File: config.mk
export PLATFORM = sky130hd
export DESIGN_NAME = secd_ram
export DESIGN_NICKNAME = d
export VERILOG_FILES = /design/src/sv/sec_syndrome_decoder_unit_assert.svh /design/src/sv/secd_ram.sv
export SDC_FILE = /design/constraint.sdc
export NUM_CORES = 2
export LEC_CHECK = 0
export ABC_CLOCK_PERIOD_IN_PS = 2160
export BUFFER_PORTS_ARGS = -buffer_cell sky130_fd_sc_hd__buf_4
export CAP_MARGIN = 20
export CORE_AREA = 8 8 687 689
export DETAILED_ROUTE_END_ITERATION = 16
export DIE_AREA = 0 0 695 697
export PLACE_DENSITY = 0.64
export SLEW_MARGIN = 20
export SYNTH_ARGS = -nofsm -noshare
export SYNTH_HDL_FRONTEND = slang
export SYNTH_MEMORY_MAX_BITS = 65536
export SYNTH_SLANG_ARGS = --single-unit
File: constraint.sdc
create_clock -name clk -period 2.16 [get_ports clk]
set_input_delay 0 -clock clk [delete_from_list [all_inputs] [get_ports clk]]
set_output_delay 0 -clock clk [all_outputs]
set_load 0.05 [all_outputs]
File: src/sv/sec_syndrome_decoder_unit_assert.svh
// assertion macros for the syndrome decoder
`ifndef SEC_SYNDROME_DECODER_UNIT_ASSERT_SVH
`define SEC_SYNDROME_DECODER_UNIT_ASSERT_SVH

`ifndef NO_ASSERTIONS

`define SECD_ASSERT_SAME(lbl, ante, cons) \
    lbl: assert property (@(posedge clk) disable iff (!rst_n) (ante) |-> (cons)) \
        else $error("secd assertion failed");

`define SECD_ASSERT_NEXT(lbl, ante, cons) \
    lbl: assert property (@(posedge clk) disable iff (!rst_n) (ante) |=> (cons)) \
        else $error("secd assertion failed");

`else

`define SECD_ASSERT_SAME(lbl, ante, cons)

`define SECD_ASSERT_NEXT(lbl, ante, cons)

`endif

`endif

File: src/sv/secd_ram.sv
`timescale 1ns / 1ps

module secd_ram #(
    parameter int WIDTH = 16,
    parameter int DEPTH = 296,
    parameter int AW    = (DEPTH > 1) ? $clog2(DEPTH) : 1
) (
    input  logic             clk,
    input  logic             wr_en,
    input  logic [AW-1:0]    wr_addr,
    input  logic [WIDTH-1:0] wr_data,
    input  logic             rd_en,
    input  logic [AW-1:0]    rd_addr,
    output logic [WIDTH-1:0] rd_data
);

    logic [WIDTH-1:0] mem [DEPTH];
    logic [WIDTH-1:0] rd_data_reg;

    always_ff @(posedge clk)
    begin
        if (wr_en)
        begin
            mem[wr_addr] <= wr_data;
        end
        if (rd_en)
        begin
            rd_data_reg <= mem[rd_addr];
        end
    end

    assign rd_data = rd_data_reg;

endmodule

After elaboration in Yosys (flattened, before gate mapping)
Memories as Yosys holds them, arrays and structs flattened. A register that Yosys moved wholly into a read port is not among the register bits. Cells that the tools add are included.

Output and inout port bits: 16. Register bits: 0. Memories: 1. Bits in writable memories: 4736. Word-level logic and storage cells: 3. Input port bits: 37.

Memory list: mem (depth 296, bits a word 16, rd ports 1, clocked after Yosys merged registers in 1, write ports 1, line secd_ram.sv:17) `logic [WIDTH-1:0] mem [DEPTH];`.

Muxes and demuxes: 2.

Operators with widths (count): 1-bit two-way mux (2).

Depth between registers and ports, before layout
Depth in word-level cells: 2. Mapped depth: 13. Depth with buffers taken out: 7.

Worst setup path after synthesis
No wires, ideal clock.

Path kind: register to register. Start point: memory mem[29][7]. End point: register rd_data_reg[7], in the netlist rd_data[7], read port of mem, data pin. Path buffers: 0. Data required time: 1.904 ns. Library setup time: 0.256 ns. Period minus slack after synthesis: 2.297 ns. Stages on the path, launching flop included: 6. Data arrival time: 2.041 ns. Setup slack: -0.137 ns. Path through: edfxtp_1 mux4_1 mux4_2 a22o_1 or4_1 and4_1.

RTL lines: from (decl) (line secd_ram.sv:17); to (decl) (line secd_ram.sv:18) `logic [WIDTH-1:0] rd_data_reg;`.

==> results.md <==
* Largest net degree at the start of global routing at 110
* Chip height at 697 µm
* Count leader, synth: edfxtp_1
* Die W at slightly below 700 µm
* Avg Vias per Cell at 5.82
* Ys Warns at 0
* CTS tree: built
* Final std cells w/o fill at ~16000
* Die Area at 0.484 mm²
* Number of synthesized register bits at 4752
* Clock share of power at 41.4%
* Starting Density at 39.8%
* Area grow syn2layout at 19.8%
* Synth Area per Inst at ~22 µm²
* Final min period at 2.85 ns
* Outcome: finished, violations left
* Ys async rst share at 0%
* WS Path Type: reg -> reg
* Post-Synthesis Net Count at 8308
* Worst slew pin tran at 1.05 ns
* Num CTS Buffers at about 460
* IO Count at 53
* Number of flip-flops in the largest register at around 4700
* Residual DRC at 0
* Worst EP required at 2.97 ns
* CP Launch Type: register
* Failing checks: negative setup slack
* PD cells at 880 mW/mm²
* Critical hold path startpoint: wr_data[5]
* Cells after Synth at 8271
* Worst Setup End Kind: register
* Final core utilization at 47.6%
* Post-synth top cells: edfxtp_1 (4752), mux4_2 (997), nor2_1 (434)
* DR WL/cell at 31.5 µm
* EDFF count, synth at 4752
* Total track usage at 20.7%
* Most used DFF post-synth: edfxtp_1
* Input/output buffers at 52
* Fmax at roughly 350 MHz
* Crit path from: mem[47][2]
* Sequential fraction of the synthesis area at 77.8%
* Maximum VDD drop at roughly 760 µV
* Lkg Pwr at around 71 nW
* GRT overflow at 0
* R2r startpoint: mem[47][2]
* Synthesized cell area at 0.183 mm²
* Num Clock Sinks at 4752
* Overall routed net length at 514000 µm
* Deepest clock path buffer count at 4
* Unrepaired setup endpoints after global routing: true
* Fin. max-slew vios at 0
* Share of cells above drive strength 1 at ~34%
* GP Congestion at about 0.9
* Clock Skew at around 0.12 ns
* Library cells used by synthesis at 87
* Sequential Power Share at 52.6%
* Post-synth top area cell: edfxtp_1
* First-pass iteration count of the detailed router at 8
* CP Data Arrival Time at 3.67 ns
* Initial antenna violation count at 37
* DRT iter0 DRCs at 13000
* Clk slew on worst S/H paths at around 0.070 ns
* Hold Path Class: in -> reg
* Final hold vios at 0
* Post-DP HPWL at 333000 µm
* Relative slew margins at roughly 28%
* Sw power at 41.8 mW
* Fin crit share at 132%
* MaxCap Viol Count at 0
* Vias in the first global route at about 95000
* Setup Viol. Count Final at 16
* Worst-skew pair later-pin latency at 1.06 ns
* Combinational power share at 6.0%
* Placed Instances at 15400
* DRT antenna net count at 0
* Via count at 94800
* Net Sw Frac at 21.6%
* Internal power at 152 mW
* CTS root buf: clkbuf_16
* H-tree levels at 5
* Max FO, Critical Path at 2
* # rows at 250
* Post-layout net count at 9762
* Synth top area cells: edfxtp_1 (78%), mux4_2 (12%), mux2i_1 (1.8%)
* Final setup margin at -0.693 ns
* First-pass GRT wire length at 723000 µm
* Synth top area share at between 70% and 80%
* Core area at 0.461 mm²
path summary, 6_finish.rpt:
kind	end	slack, ns	cells past startpoint
setup / recovery	rd_data[2]	-0.69	9
hold / removal	mem[177][5]	0.02	2
setup reg to reg	rd_data[2]	-0.69	9
hold reg to reg	rd_data[7]	1.06	6
cells by family after synthesis:
family / after synthesis / share of synthesized area (%)
AOI/OAI and AO/OA: 785 / 3.01
buffers and inverters: 488 / 2.01
and+or+nand+nor: 793 / 1.89
muxes: 1453 / 15.3
DFF: 4752 / 77.8
cell usage in the layout, fill, tap and decap left out, drive strengths merged, types with 7 or more instances in the layout:
cell type and instances:
nand3 61, a221oi 25, a31oi 52, a21oi 151, mux2 57, a32oi 8, nand2 150, o22ai 80
nor4 14, clkbuf 548, nor2 434, mux2i 339, nor2b 22, diode 15, a211oi 23, nand4 14
dlygate4sd3 35, a22o 51, nand2b 9, clkinvlp 14, buf 1442, clkinv 223, o21ai 60, edfxtp 4752
a22oi 193, or4 7, bufinv 52, a2111oi 8, a21o 7, and2 11, o221ai 80, inv 14
nor3 26, mux4 1057
critical path, stage by stage (launching register included):
cell	delay, ns
edfxtp_1	0.37
mux4_2	0.48
mux4_2	0.54
nand2_2	0.13
nand4b_1	0.18
buf_4	0.21
nor4_4	0.30
buf_6	0.21
o22a_1	0.14
a31oi_1	0.07
layout make-up:
cell class              count  area [µm²]
multi-input cells        3031       38500
inverters                   4        21.3
clock inverters           299        3230
fillers                 37000      242000
clock buffers             548       11800
repair buffers           1480       15700
well taps                6174        7720
diodes                     15        37.5
flip-flops and latches   4752      143000
layer usage:
layer	vias to the layer above	track usage [%]	share of wire, %
li1	38000	-	-
met4	16	7.54	4.2
met3	926	4.28	10
met5	-	0	0.018
met1	50400	28.6	39
met2	5405	32.5	47
power by group through the flow:
stage          clock, mW  sequential [mW]  combinational [mW]
6_report            80.1              102                11.5
2_1_floorplan          0              104                4.90
3_3_place_gp           0              104                10.9
3_5_place_dp           0              104                11.1
4_1_cts             81.1              102                11.4
5_1_grt             84.4              102                11.9
metrics by stage:
stage               hold slack [ns]  cell area (µm²)  setup slack, ns  TNS, ns  total power, mW
floorplan                    0.0989           184000          -0.0811   -0.138              109
global placement              0.248           203000            -1.65   -21.35              115
detailed placement            0.251           203000            -1.70   -21.12              115
CTS                          0.0285           219000           -0.719    -6.05              194
global route                 0.0300           220000           -0.731    -6.13              198
finish                       0.0185           220000           -0.693    -5.63              193
repair_timing:
item	4_1_cts	5_1_grt
pin swaps	78	26
hold endpoints to repair	7018	0
setup buffers	0	0
hold buffers	40	0
setup endpoints to repair	17	127
gates resized for setup	209	44
No activity file was read; power rests on OpenSTA's default activity.
